### config.mk
export PLATFORM = sky130hd
export DESIGN_NAME = pll_rate_select_flat
export DESIGN_NICKNAME = d
export VERILOG_FILES = /design/src/design/prs_pkg.sv /design/src/design/prs_req_if.sv /design/src/design/prs_res_if.sv /design/src/design/prs_cfg_if.sv /design/src/design/prs_scan_dp.sv /design/src/design/pll_rate_select.sv /design/src/flat_wrapper.sv
export SDC_FILE = /design/constraint.sdc
export NUM_CORES = 1
export LEC_CHECK = 0
export ABC_AREA = 1
export BUFFER_PORTS_ARGS = -buffer_cell sky130_fd_sc_hd__buf_2
export CAP_MARGIN = 20
export CORE_MARGIN = 1.5
export CORE_UTILIZATION = 43
export CTS_BUF_LIST = sky130_fd_sc_hd__clkbuf_4 sky130_fd_sc_hd__clkbuf_8 sky130_fd_sc_hd__clkbuf_16
export CTS_CLUSTER_SIZE = 12
export DETAILED_ROUTE_END_ITERATION = 10
export PLACE_DENSITY = 0.59
export SLEW_MARGIN = 30
export SYNTH_ARGS = -nofsm -noshare
export SYNTH_HDL_FRONTEND = slang
export SYNTH_HIERARCHICAL = 1
export SYNTH_SLANG_ARGS = --single-unit
### constraint.sdc
create_clock -name clk -period 10.8 [get_ports clk]
set_clock_uncertainty 0.05 [all_clocks]
set_input_delay 0.54 -clock clk [delete_from_list [all_inputs] [get_ports clk]]
set_output_delay 0.54 -clock clk [all_outputs]
set_load 0.05 [all_outputs]
### src/design/prs_pkg.sv
// Package for the PLL rate selector: field widths, status and register codes,
// microcode word layout, the microcode ROM and the small divide helper.
// Has no dependencies; every other design file imports it.
package prs_pkg;

	// Field widths.
	localparam int SRC_W   = 6;
	localparam int RATE_W  = 11;
	localparam int MULT_W  = 5;
	localparam int DCODE_W = 2;
	localparam int STAT_W  = 2;
	localparam int IDX_W   = 2;

	// Search limits for the multiplier and the divider.
	localparam int MULT_LIMIT = 31;
	localparam int DIV_LIMIT  = 4;

	// Reset values of the configuration registers.
	localparam logic [SRC_W-1:0]  SOURCE_RESET = SRC_W'(12);
	localparam logic [RATE_W-1:0] MAX_RESET    = RATE_W'(200);

	// Configuration register indexes.
	localparam logic [IDX_W-1:0] REG_SOURCE_MHZ = IDX_W'(0);
	localparam logic [IDX_W-1:0] REG_MAX_RATE   = IDX_W'(1);

	// Result status codes.
	localparam logic [STAT_W-1:0] ST_OK      = STAT_W'(0);
	localparam logic [STAT_W-1:0] ST_RANGE   = STAT_W'(1);
	localparam logic [STAT_W-1:0] ST_NOMATCH = STAT_W'(2);

	// Divider codes (divider minus one).
	localparam logic [DCODE_W-1:0] DIV_BY1 = DCODE_W'(0);
	localparam logic [DCODE_W-1:0] DIV_BY2 = DCODE_W'(1);
	localparam logic [DCODE_W-1:0] DIV_BY3 = DCODE_W'(2);
	localparam logic [DCODE_W-1:0] DIV_BY4 = DCODE_W'(3);

	// Division by three as a multiply by ceil(2^11 / 3) and a shift; exact
	// for every dividend below 2^11.
	localparam int PROD_W       = 2 * RATE_W;
	localparam int RECIP_SHIFT  = 11;
	localparam logic [PROD_W-1:0] DIV3_RECIP = PROD_W'(683);

	// Sequencer steps.
	typedef enum logic [1:0] {
		S_FETCH,
		S_SCAN,
		S_DRAIN,
		S_RESULT
	} step_t;

	// What a step waits for before it may leave.
	typedef enum logic [1:0] {
		WAIT_NONE,
		WAIT_IN,
		WAIT_OUT
	} wait_t;

	// Jump conditions.
	typedef enum logic [1:0] {
		COND_NONE,
		COND_RANGE,
		COND_MORE,
		COND_ALWAYS
	} cond_t;

	// One microcode word.
	typedef struct packed {
		logic  rdy;
		logic  init;
		logic  issue;
		logic  compare;
		logic  load_out;
		wait_t wt;
		cond_t cond;
		step_t target;
	} ucode_t;

	// Controls from the sequencer to the scan datapath.
	typedef struct packed {
		logic init;
		logic issue;
		logic compare;
	} prs_ctrl_t;

	// Status from the scan datapath back to the sequencer.
	typedef struct packed {
		logic              last;
		logic [RATE_W-1:0] best;
		logic [MULT_W-1:0] best_m;
		logic [DCODE_W-1:0] best_d;
	} prs_scan_t;

	// The control program.
	function automatic ucode_t ucode_rom(input step_t step);
		ucode_t w;
		w = '{rdy: 1'b0, init: 1'b0, issue: 1'b0, compare: 1'b0, load_out: 1'b0,
			wt: WAIT_NONE, cond: COND_NONE, target: S_FETCH};
		case (step)
			S_FETCH: begin
				w.rdy    = 1'b1;
				w.init   = 1'b1;
				w.wt     = WAIT_IN;
				w.cond   = COND_RANGE;
				w.target = S_RESULT;
			end
			S_SCAN: begin
				w.issue   = 1'b1;
				w.compare = 1'b1;
				w.cond    = COND_MORE;
				w.target  = S_SCAN;
			end
			S_DRAIN: begin
				w.compare = 1'b1;
				w.cond    = COND_ALWAYS;
				w.target  = S_RESULT;
			end
			S_RESULT: begin
				w.load_out = 1'b1;
				w.wt       = WAIT_OUT;
				w.cond     = COND_ALWAYS;
				w.target   = S_FETCH;
			end
			default: begin
				w.cond   = COND_ALWAYS;
				w.target = S_FETCH;
			end
		endcase
		return w;
	endfunction

	// floor(p / (code + 1)) for the four divider codes.
	function automatic logic [RATE_W-1:0] div_by_code(input logic [RATE_W-1:0] p,
		input logic [DCODE_W-1:0] code);
		logic [PROD_W-1:0] prod;
		logic [RATE_W-1:0] q;
		prod = PROD_W'(p) * DIV3_RECIP;
		case (code)
			DIV_BY1: q = p;
			DIV_BY2: q = p >> 1;
			DIV_BY3: q = prod[RECIP_SHIFT+RATE_W-1:RECIP_SHIFT];
			DIV_BY4: q = p >> 2;
			default: q = p;
		endcase
		return q;
	endfunction

endpackage

### src/design/prs_req_if.sv
// Request channel of the PLL rate selector: valid, ready and the requested rate.
// Depends on prs_pkg.
interface prs_req_if;
	import prs_pkg::*;

	logic              valid;
	logic              ready;
	logic [RATE_W-1:0] target_rate;

	modport source (output valid, output target_rate, input ready);
	modport sink (input valid, input target_rate, output ready);
endinterface

### src/design/prs_res_if.sv
// Result channel of the PLL rate selector: valid, ready and the chosen setting.
// Depends on prs_pkg.
interface prs_res_if;
	import prs_pkg::*;

	logic               valid;
	logic               ready;
	logic [STAT_W-1:0]  status;
	logic [RATE_W-1:0]  chosen_rate;
	logic [MULT_W-1:0]  multiplier;
	logic [DCODE_W-1:0] divider_code;

	modport source (output valid, output status, output chosen_rate, output multiplier,
		output divider_code, input ready);
	modport sink (input valid, input status, input chosen_rate, input multiplier,
		input divider_code, output ready);
endinterface

### src/design/prs_cfg_if.sv
// Configuration write channel of the PLL rate selector: valid, ready, index, data.
// Depends on prs_pkg.
interface prs_cfg_if;
	import prs_pkg::*;

	logic              valid;
	logic              ready;
	logic [IDX_W-1:0]  index;
	logic [RATE_W-1:0] data;

	modport source (output valid, output index, output data, input ready);
	modport sink (input valid, input index, input data, output ready);
endinterface

### src/design/prs_scan_dp.sv
// Scan datapath: walks the multiplier and divider pairs, divides one pair per
// cycle into a stage register while ctrl.issue is set, and keeps the best rate found so far.
// Depends on prs_pkg.
module prs_scan_dp (
	input  logic                      clk,
	input  logic                      arst_n,
	input  prs_pkg::prs_ctrl_t        ctrl,
	input  logic [prs_pkg::SRC_W-1:0] source_mhz,
	input  logic [prs_pkg::RATE_W-1:0] max_rate,
	input  logic [prs_pkg::RATE_W-1:0] target_rate,
	output prs_pkg::prs_scan_t        scan
);
	import prs_pkg::*;

	localparam logic [MULT_W-1:0]  M_LAST = MULT_W'(MULT_LIMIT);
	localparam logic [DCODE_W-1:0] D_LAST = DCODE_W'(DIV_LIMIT - 1);

	logic [RATE_W-1:0]  target_q;
	logic [MULT_W-1:0]  m_q;
	logic [DCODE_W-1:0] d_q;
	logic [RATE_W-1:0]  prod_q;
	logic               vld_s1;
	logic [RATE_W-1:0]  rate_s1;
	logic [MULT_W-1:0]  m_s1;
	logic [DCODE_W-1:0] d_s1;
	logic [RATE_W-1:0]  best_q;
	logic [MULT_W-1:0]  best_m_q;
	logic [DCODE_W-1:0] best_d_q;
	logic               last;
	logic               better;

	assign last = (m_q == M_LAST) && (d_q == D_LAST);

	// Pair counter; prod_q tracks source_mhz * m.
	always_ff @(posedge clk or negedge arst_n) begin
		if (!arst_n) begin
			target_q <= '0;
			m_q      <= '0;
			d_q      <= '0;
			prod_q   <= '0;
		end else if (ctrl.init) begin
			target_q <= target_rate;
			m_q      <= MULT_W'(1);
			d_q      <= DIV_BY1;
			prod_q   <= RATE_W'(source_mhz);
		end else if (ctrl.issue) begin
			if (d_q == D_LAST) begin
				d_q    <= DIV_BY1;
				m_q    <= m_q + MULT_W'(1);
				prod_q <= prod_q + RATE_W'(source_mhz);
			end else begin
				d_q <= d_q + DCODE_W'(1);
			end
		end
	end

	// Divide stage.
	always_ff @(posedge clk or negedge arst_n) begin
		if (!arst_n) begin
			vld_s1 <= 1'b0;
		end else begin
			vld_s1 <= ctrl.issue;
		end
	end

	always_ff @(posedge clk) begin
		if (ctrl.issue) begin
			rate_s1 <= div_by_code(prod_q, d_q);
			m_s1    <= m_q;
			d_s1    <= d_q;
		end
	end

	// A strictly larger rate wins, so the first pair of a rate is kept.
	assign better = ctrl.compare && vld_s1 && (rate_s1 != '0) && (rate_s1 <= max_rate)
		&& (rate_s1 <= target_q) && (rate_s1 > best_q);

	always_ff @(posedge clk or negedge arst_n) begin
		if (!arst_n) begin
			best_q   <= '0;
			best_m_q <= '0;
			best_d_q <= '0;
		end else if (ctrl.init) begin
			best_q   <= '0;
			best_m_q <= '0;
			best_d_q <= '0;
		end else if (better) begin
			best_q   <= rate_s1;
			best_m_q <= m_s1;
			best_d_q <= d_s1;
		end
	end

	assign scan = '{last: last, best: best_q, best_m: best_m_q, best_d: best_d_q};

	// A kept rate never exceeds the request and always has a real multiplier.
	a_best_le_target: assert property (@(posedge clk) disable iff (!arst_n)
		best_q != '0 |-> best_q <= target_q)
		else $error("best rate exceeds request");
	a_best_has_m: assert property (@(posedge clk) disable iff (!arst_n)
		best_q != '0 |-> best_m_q != '0)
		else $error("best rate without multiplier");
	// Starting a request clears the running best.
	a_init_clears: assert property (@(posedge clk) disable iff (!arst_n)
		ctrl.init |=> best_q == '0)
		else $error("best not cleared on new request");

endmodule

### src/design/pll_rate_select.sv
// PLL rate selector. A request above max_rate goes from the fetch step straight to the
// result step; any other request first runs the scan step, one divide per multiplier
// and divider pair, 124 pairs, then the compare drain step and the result load.
// The serial pair scan takes no new request until the previous result is loaded.
// A request is taken while an earlier result still waits in the output register.
// Reset: source_mhz 12, max_rate 200, sequencer at fetch, no result pending.
module pll_rate_select (
	input logic        clk,
	input logic        arst_n,
	prs_req_if.sink    req,
	prs_res_if.source  res,
	prs_cfg_if.sink    cfg
);
	import prs_pkg::*;

	step_t              step_q;
	step_t              step_d;
	ucode_t             uw;
	logic               in_xfer;
	logic               out_free;
	logic               stall;
	logic               cond_ok;
	logic               range_q;
	logic               range_in;
	logic [SRC_W-1:0]   source_q;
	logic [RATE_W-1:0]  max_q;
	prs_ctrl_t          ctrl;
	prs_scan_t          scan;
	logic               res_valid_q;
	logic [STAT_W-1:0]  status_q;
	logic [RATE_W-1:0]  rate_q;
	logic [MULT_W-1:0]  mult_q;
	logic [DCODE_W-1:0] dcode_q;
	logic               load_out;

	// Configuration registers; writes are always taken.
	assign cfg.ready = 1'b1;

	always_ff @(posedge clk or negedge arst_n) begin
		if (!arst_n) begin
			source_q <= SOURCE_RESET;
			max_q    <= MAX_RESET;
		end else if (cfg.valid) begin
			if (cfg.index == REG_SOURCE_MHZ) begin
				source_q <= cfg.data[SRC_W-1:0];
			end else if (cfg.index == REG_MAX_RATE) begin
				max_q <= cfg.data;
			end
		end
	end

	// Microcode fetch and handshake decode.
	assign uw        = ucode_rom(step_q);
	assign req.ready = uw.rdy;
	assign in_xfer   = req.valid && uw.rdy;
	assign out_free  = !res_valid_q || res.ready;
	assign range_in  = req.target_rate > max_q;
	assign load_out  = uw.load_out && out_free;

	assign ctrl = '{init: uw.init && in_xfer, issue: uw.issue, compare: uw.compare};

	// Next step: hold while waiting, jump when the condition holds, else fall through.
	always_comb begin
		case (uw.wt)
			WAIT_IN:  stall = !in_xfer;
			WAIT_OUT: stall = !out_free;
			default:  stall = 1'b0;
		endcase
		case (uw.cond)
			COND_RANGE:  cond_ok = range_in;
			COND_MORE:   cond_ok = !scan.last;
			COND_ALWAYS: cond_ok = 1'b1;
			default:     cond_ok = 1'b0;
		endcase
		if (stall) begin
			step_d = step_q;
		end else if (cond_ok) begin
			step_d = uw.target;
		end else begin
			step_d = step_t'(step_q + 2'd1);
		end
	end

	always_ff @(posedge clk or negedge arst_n) begin
		if (!arst_n) begin
			step_q <= S_FETCH;
		end else begin
			step_q <= step_d;
		end
	end

	// Range flag of the request in flight.
	always_ff @(posedge clk or negedge arst_n) begin
		if (!arst_n) begin
			range_q <= 1'b0;
		end else if (in_xfer) begin
			range_q <= range_in;
		end
	end

	prs_scan_dp u_scan (
		.clk         (clk),
		.arst_n      (arst_n),
		.ctrl        (ctrl),
		.source_mhz  (source_q),
		.max_rate    (max_q),
		.target_rate (req.target_rate),
		.scan        (scan)
	);

	// Output register.
	always_ff @(posedge clk or negedge arst_n) begin
		if (!arst_n) begin
			res_valid_q <= 1'b0;
		end else if (load_out) begin
			res_valid_q <= 1'b1;
		end else if (res.ready) begin
			res_valid_q <= 1'b0;
		end
	end

	always_ff @(posedge clk) begin
		if (load_out) begin
			if (range_q) begin
				status_q <= ST_RANGE;
				rate_q   <= '0;
				mult_q   <= '0;
				dcode_q  <= '0;
			end else if (scan.best == '0) begin
				status_q <= ST_NOMATCH;
				rate_q   <= '0;
				mult_q   <= '0;
				dcode_q  <= '0;
			end else begin
				status_q <= ST_OK;
				rate_q   <= scan.best;
				mult_q   <= scan.best_m;
				dcode_q  <= scan.best_d;
			end
		end
	end

	assign res.valid        = res_valid_q;
	assign res.status       = status_q;
	assign res.chosen_rate  = rate_q;
	assign res.multiplier   = mult_q;
	assign res.divider_code = dcode_q;

	// A transfer in leaves the fetch step at once.
	a_xfer_leaves_fetch: assert property (@(posedge clk) disable iff (!arst_n)
		in_xfer |=> step_q != S_FETCH)
		else $error("sequencer stayed in fetch after a request transfer");
	// An out-of-range request skips the scan.
	a_range_skips_scan: assert property (@(posedge clk) disable iff (!arst_n)
		in_xfer && range_in |=> step_q == S_RESULT)
		else $error("out-of-range request entered the scan");
	// The result step waits while the output register is still occupied.
	a_result_waits: assert property (@(posedge clk) disable iff (!arst_n)
		step_q == S_RESULT && res_valid_q && !res.ready |=> step_q == S_RESULT)
		else $error("result step left with output register occupied");
	// The scan only ends on the last pair.
	a_scan_ends_last: assert property (@(posedge clk) disable iff (!arst_n)
		step_q == S_SCAN && !scan.last |=> step_q == S_SCAN)
		else $error("scan ended early");

endmodule

### src/flat_wrapper.sv
// flat-port wrapper written by rule: the top's interface ports become plain ports
module pll_rate_select_flat import prs_pkg::*;
  (clk, arst_n, req_valid, req_target_rate, req_ready, res_valid, res_status, res_chosen_rate, res_multiplier, res_divider_code, res_ready, cfg_valid, cfg_index, cfg_data, cfg_ready);
  prs_req_if req_i ();
  prs_res_if res_i ();
  prs_cfg_if cfg_i ();
  input logic clk;
  input logic arst_n;
  input wire logic [$bits(req_i.valid)-1:0] req_valid;
  input wire logic [$bits(req_i.target_rate)-1:0] req_target_rate;
  output wire logic [$bits(req_i.ready)-1:0] req_ready;
  output wire logic [$bits(res_i.valid)-1:0] res_valid;
  output wire logic [$bits(res_i.status)-1:0] res_status;
  output wire logic [$bits(res_i.chosen_rate)-1:0] res_chosen_rate;
  output wire logic [$bits(res_i.multiplier)-1:0] res_multiplier;
  output wire logic [$bits(res_i.divider_code)-1:0] res_divider_code;
  input wire logic [$bits(res_i.ready)-1:0] res_ready;
  input wire logic [$bits(cfg_i.valid)-1:0] cfg_valid;
  input wire logic [$bits(cfg_i.index)-1:0] cfg_index;
  input wire logic [$bits(cfg_i.data)-1:0] cfg_data;
  output wire logic [$bits(cfg_i.ready)-1:0] cfg_ready;
  assign req_i.valid = req_valid;
  assign req_i.target_rate = req_target_rate;
  assign req_ready = req_i.ready;
  assign res_valid = res_i.valid;
  assign res_status = res_i.status;
  assign res_chosen_rate = res_i.chosen_rate;
  assign res_multiplier = res_i.multiplier;
  assign res_divider_code = res_i.divider_code;
  assign res_i.ready = res_ready;
  assign cfg_i.valid = cfg_valid;
  assign cfg_i.index = cfg_index;
  assign cfg_i.data = cfg_data;
  assign cfg_ready = cfg_i.ready;
  pll_rate_select u_core (.clk(clk), .arst_n(arst_n), .req(req_i), .res(res_i), .cfg(cfg_i));
endmodule
Yosys cells after proc, flatten, opt, wreduce, memory -nomap -nowiden
Cells that the tools add are included.
Widths: inputs -> output; s select.

word-level totals
  latch bits = 0
  ROM bits = 0
  input port bits = 29
  RAM bits = 0
  logic and storage cells = 99
  memories kept = 0
  output and inout bits = 23
  register bits = 107

operators by class
  add/sub/neg operators = 4
  multiply operators = 1
  bitwise operators = 1
  reduce and logical (&&, ||, !) cells = 28
  shift operators = 0
  div/mod/pow operators = 0
  muxes and demuxes = 28
  eq/ne operators = 13
  $lt $le $gt $ge = 4

operators with widths
  operator                number
  $mux 11                 5
  $pmux 11 s4             1
  $mux 5                  5
  $gt 11x11->1            2
  $le 11x11->1            2
  $mul 11x10->21 const B  1
  $mux 2                  8
  $pmux 4 s4              1
  $eq 2x2->1 const B      7
  $add 11x6->11           1
  $logic_not 11->1        1
  $reduce_bool 11->1      1
  $eq 2x1->1 const B      5
  $logic_and 1x1->1       9
  $reduce_bool 2->1       4
  $logic_not 2->1         3
  $add 5x1->5 const B     1
  $eq 5x5->1 const B      1
  $mux 1                  5
  $add 2x1->2 const B     2
  $logic_not 1->1         4
  $pmux 2 s2              1
  $reduce_and 2->1        2
  $reduce_or 2->1         2
  other kinds (5)         5

Logic depth before layout (Yosys ltp)
  word-level depth = 10
  mapped depth = 20
  gate-level depth less buffers = 20

Hierarchy
The synthesis kept the hierarchy.

by module, submodules not included
  module           cells each  area an instance (sq um)  sequential area each (sq um)  instances
  prs_scan_dp      796         6518.8                    1741.7                        1
  pll_rate_select  228         2077.0                    1132.3                        1

Worst setup path after synthesis
OpenSTA, ideal clock, no wires.

  path kind = register to register
  start point = register u_core.u_scan.prod_q[1]
  end point = register u_core.u_scan.rate_s1[0] (data pin)
  arrival time = 3.978 ns
  required time = 10.487 ns
  stages on the path, launching flop included = 18
  period minus slack after synthesis = 4.291 ns
  setup slack = 6.509 ns
  library setup time = 0.263 ns
  buffers on the path = 0
  cell sequence = dfrtp_1 > ha_1 > inv_1 > fa_1 > inv_1 > fa_1 > inv_1 > fa_1 > fa_1 > inv_1 > ha_1 > nand2_1 > inv_1 > a21oi_1 > nand3_1 > or2_1 > nand3_1 > a21oi_1

on the way
  word-level cells in the longest chain between the ends = 2

ends and longest elaborated chain
  element                 line               source
  start, declared         prs_scan_dp.sv:21  logic [RATE_W-1:0] prod_q;
  start signal, assigned  prs_scan_dp.sv:45  prod_q <= RATE_W'(source_mhz);
  start signal, assigned  prs_scan_dp.sv:50  prod_q <= prod_q + RATE_W'(source_mhz);
  $mul 11x10->21          prs_pkg.sv:136     prod = PROD_W'(p) * DIV3_RECIP;
  $pmux 11 s4 *           prs_pkg.sv:137     case (code)
  end signal, assigned    prs_scan_dp.sv:68  rate_s1 <= div_by_code(prod_q, d_q);
  end, declared           prs_scan_dp.sv:23  logic [RATE_W-1:0] rate_s1;

Mark *: on every way between the ends. The rest lies on a longest branch, timed or not.
A chain may end at the register's enable or synchronous reset.

Worst setup path after layout
Same ends and word-level chain as after synthesis.

==> flow_metrics.env <==
export IMPL_status="finished, final reports clean"
export IMPL_rsz0062_at_grt="false"
export IMPL_yosysTopAreaCell="dfrtp_1"
export IMPL_diodes=0
export IMPL_drv_slew=0
export IMPL_tns_ns=0
export IMPL_ys_warnings_count=6
export IMPL_grt_usage=0.2036
export IMPL_design_area_um2=9388
export IMPL_post_dp_hpwl_mm=15.24
export IMPL_postSynthCellCount=1024
export IMPL_finalHoldViolCount=0
export IMPL_cts_buffers_inserted=9
export IMPL_crit_arrival_ns=4.65
export IMPL_synth_nets=1205
export IMPL_tightestPinTransition_ns=0.7878
export IMPL_wl_per_cell_um=14.67
export IMPL_cp_required_ns=10.83
export IMPL_totalWireLength_mm=19.59
export IMPL_clk_latency_ns=0.35
export IMPL_drcViolationCount=0
export IMPL_gp_congestion=0.9366
export IMPL_grt_pass1_wl_mm=32.78
export IMPL_fp_dieH_um=144.4
export IMPL_ff2ff_setup_slack_ns=6.18
export IMPL_dr_pass1_iters=8
export IMPL_seqCellArea_um2=2874
export IMPL_gr_total_overflow=0
export IMPL_fp_dieW_um=144.4
export IMPL_period_share=0.4280
export IMPL_post_cts_buffers=0
export IMPL_dieArea_um2=20850
export IMPL_core_area_um2=19530
export IMPL_cts_buffer_depth=2
export IMPL_nets=1247
export IMPL_root_buffer="clkbuf_16"
export IMPL_ioPinCount=52
export IMPL_cts_htree_levels=3
export IMPL_antenna_found_initial=0
export IMPL_syn_avg_cell_area_um2=8.394
export IMPL_synth_seq_cells=107
export IMPL_area_growth_pct=9.214
export IMPL_ys_types=52
export IMPL_cts_resized=0
export IMPL_synth_area_um2=8596
export IMPL_worst_path_max_fanout=9
export IMPL_ys_seq_area_frac=0.3344
export IMPL_async_reset_ff_frac=0.6449
export IMPL_drtIter0Drc=369
export IMPL_synth_top_area_share=0.1863
export IMPL_post_synth_main_area_contributors="dfrtp_1 (19%), ha_1 (18%), edfxtp_1 (13%), nand2_1 (8.9%), inv_1 (7.6%)"
export IMPL_cts_sink_count=107
export IMPL_synth_flop_cell="dfrtp_1"
export IMPL_grt_max_degree=70
export IMPL_dr_total_vias=6695
export IMPL_finalSetupViolCount=0
export IMPL_max_slew_margin=0.4732
export IMPL_clk_pin_slew_worst_paths_ns=0.07
export IMPL_criticalPathCategory="reg2reg"
export IMPL_rows=51
export IMPL_min_path_type="in2async"
export IMPL_ant_nets=0
export IMPL_hold_buffers=0
export IMPL_grt_pass1_vias=6513
export IMPL_layout_drive_gt1_share=0.1195
export IMPL_synth_enable_flop_cells=38
export IMPL_cap_violations=0
export IMPL_io_buffers=50
export IMPL_fmax_ghz=0.2164
export IMPL_cp_start_kind="flop"
export IMPL_multi_input_area_um2=4898
export IMPL_placed_area_um2=9082
export IMPL_start_util=0.4402
export IMPL_nFillCells=1958
export IMPL_cts_tree="yes"
export IMPL_min_period_ns=4.622
export IMPL_critPathCaptureType="flop"
export IMPL_post_drt_via_cell_ratio=5.011
[state kept, by name, summed over array words and instances (netlist names)]
register / cells
u_core/max_q: 11
u_core/range_q: 1
u_core/res.chosen_rate: 11
u_core/res.divider_code: 2
u_core/res.multiplier: 5
u_core/res.status: 2
u_core/res.valid: 1
u_core/source_q: 6
u_core/step_q: 2
u_core/u_scan/best_d_q: 2
u_core/u_scan/best_m_q: 5
u_core/u_scan/best_q: 11
u_core/u_scan/d_q: 2
u_core/u_scan/d_s1: 2
u_core/u_scan/m_q: 5
u_core/u_scan/m_s1: 5
u_core/u_scan/prod_q: 11
u_core/u_scan/rate_s1: 11
u_core/u_scan/target_q: 11
u_core/u_scan/vld_s1: 1
[metrics by stage]
stage | hold slack [ns] | std cells | worst slack, ns | util
2_1_floorplan | 0.1944 | 1024 | 6.509 | -
3_3_place_gp | 0.3885 | 1320 | 6.287 | 0.4648
3_5_place_dp | 0.3891 | 1320 | 6.231 | 0.4651
4_1_cts | 0.3590 | 1336 | 6.198 | 0.4806
5_1_grt | 0.2781 | 1336 | 5.960 | 0.4808
6_report | 0.2182 | 1336 | 6.178 | 0.4808
[Yosys cell counts (3+ instances only)]
master and number:
ha_1 125, xor2_1 3, nand3_2 13, buf_2 4
o21ai_1 11, inv_2 11, edfxtp_1 38, nor2_1 81
nor2_4 4, nand2_2 9, nor3_1 6, nand2_1 203
buf_4 4, a21oi_1 62, fa_1 27, nand4_1 27
nor4_1 4, o21ai_0 37, clkbuf_1 8, inv_1 174
buf_6 3, dfrtp_1 64, nand3b_1 12, nand3_1 44
nor2_2 3, dfstp_2 5, a221oi_1 10
[cells by family (layout without fill, tap and decap cells)]
| group | Yosys count | count (layout) | synth area share |
|---|---|---|---|
| AND/OR/NAND/NOR | 417 | 417 | 0.2316 |
| buffers and inverters | 209 | 256 | 0.09709 |
| adder cells (fa/ha/maj) | 152 | 152 | 0.2448 |
| AO/OA/AOI/OAI | 133 | 133 | 0.08661 |
| flip-flops | 107 | 107 | 0.3344 |
| XOR/XNOR | 5 | 5 | 0.005096 |
| other | 1 | 1 | 0.0004363 |
[cells in the final DEF (no fill, tap or decap), types with 2 or more instances in the layout]
cell / Yosys / final
inv_6: 0 / 3
nor4_1: 4 / 4
o21bai_1: 2 / 2
nand4_1: 27 / 27
buf_4: 4 / 3
dfstp_2: 5 / 5
edfxtp_1: 38 / 38
xor2_1: 3 / 3
inv_2: 11 / 11
nand3_1: 44 / 44
o21ai_2: 2 / 2
inv_1: 174 / 174
nor2_2: 3 / 3
nand2_1: 203 / 203
or2_1: 2 / 2
a21oi_1: 62 / 61
nor2_4: 4 / 4
buf_2: 4 / 50
o21ai_0: 37 / 37
nor3_1: 6 / 6
o21a_1: 2 / 2
o21ai_1: 11 / 11
fa_1: 27 / 27
clkbuf_16: 0 / 9
xnor2_1: 2 / 2
nor2_1: 81 / 81
ha_1: 125 / 125
dfrtp_1: 64 / 64
nand3b_1: 12 / 12
nand3_2: 13 / 13
a221oi_1: 10 / 10
nand2_2: 9 / 9
[routing by layer]
layer / wire length [um] / global-route usage / up-vias
li1: - / - / 3441
met1: 9142 / 0.2642 / 3108
met2: 9463 / 0.3528 / 123
met3: 589 / 0.03013 / 23
met4: 398 / 0.05688 / 0
met5: 0 / 0 / -
[critical path, stage by stage (launching register included)]
cell and delay [ns]:
dfrtp_1 0.49, ha_1 0.35, inv_1 0.09, fa_1 0.51, inv_1 0.05, fa_1 0.49
inv_1 0.05, fa_1 0.47, fa_1 0.51, inv_1 0.04, ha_1 0.32, nand2_1 0.14
inv_1 0.05, a21oi_1 0.14, nand3_1 0.17, or2_1 0.25, nand3_1 0.07, a21oi_1 0.10
[worst paths after layout]
| path | startpoint | cells past startpoint | end |
|---|---|---|---|
| max in group asynchronous | arst_n | 2 | u_core/u_scan/best_q[3] |
| min in group clk | req_target_rate[4] | 3 | u_core/u_scan/target_q[4] |
| max reg2reg | u_core/u_scan/prod_q[1] | 17 | u_core/u_scan/rate_s1[0] |
| min | arst_n | 2 | u_core/u_scan/target_q[6] |
| max | u_core/u_scan/prod_q[1] | 17 | u_core/u_scan/rate_s1[0] |
| min reg2reg | u_core/u_scan/m_q[3] | 0 | u_core/u_scan/m_s1[3] |
[final cells by class]
cell class | count | share of cell area
clock buffers | 10 | 0.02546
clock inverters | 6 | 0.006664
inverters | 186 | 0.07437
multi-input cells | 708 | 0.5218
flip-flops and latches | 107 | 0.3061
well taps | 265 | 0.03532
repair buffers | 54 | 0.03025
Power is not shown: default switching activity piles up to over one toggle a cycle in this logic, so the estimate is an artifact.
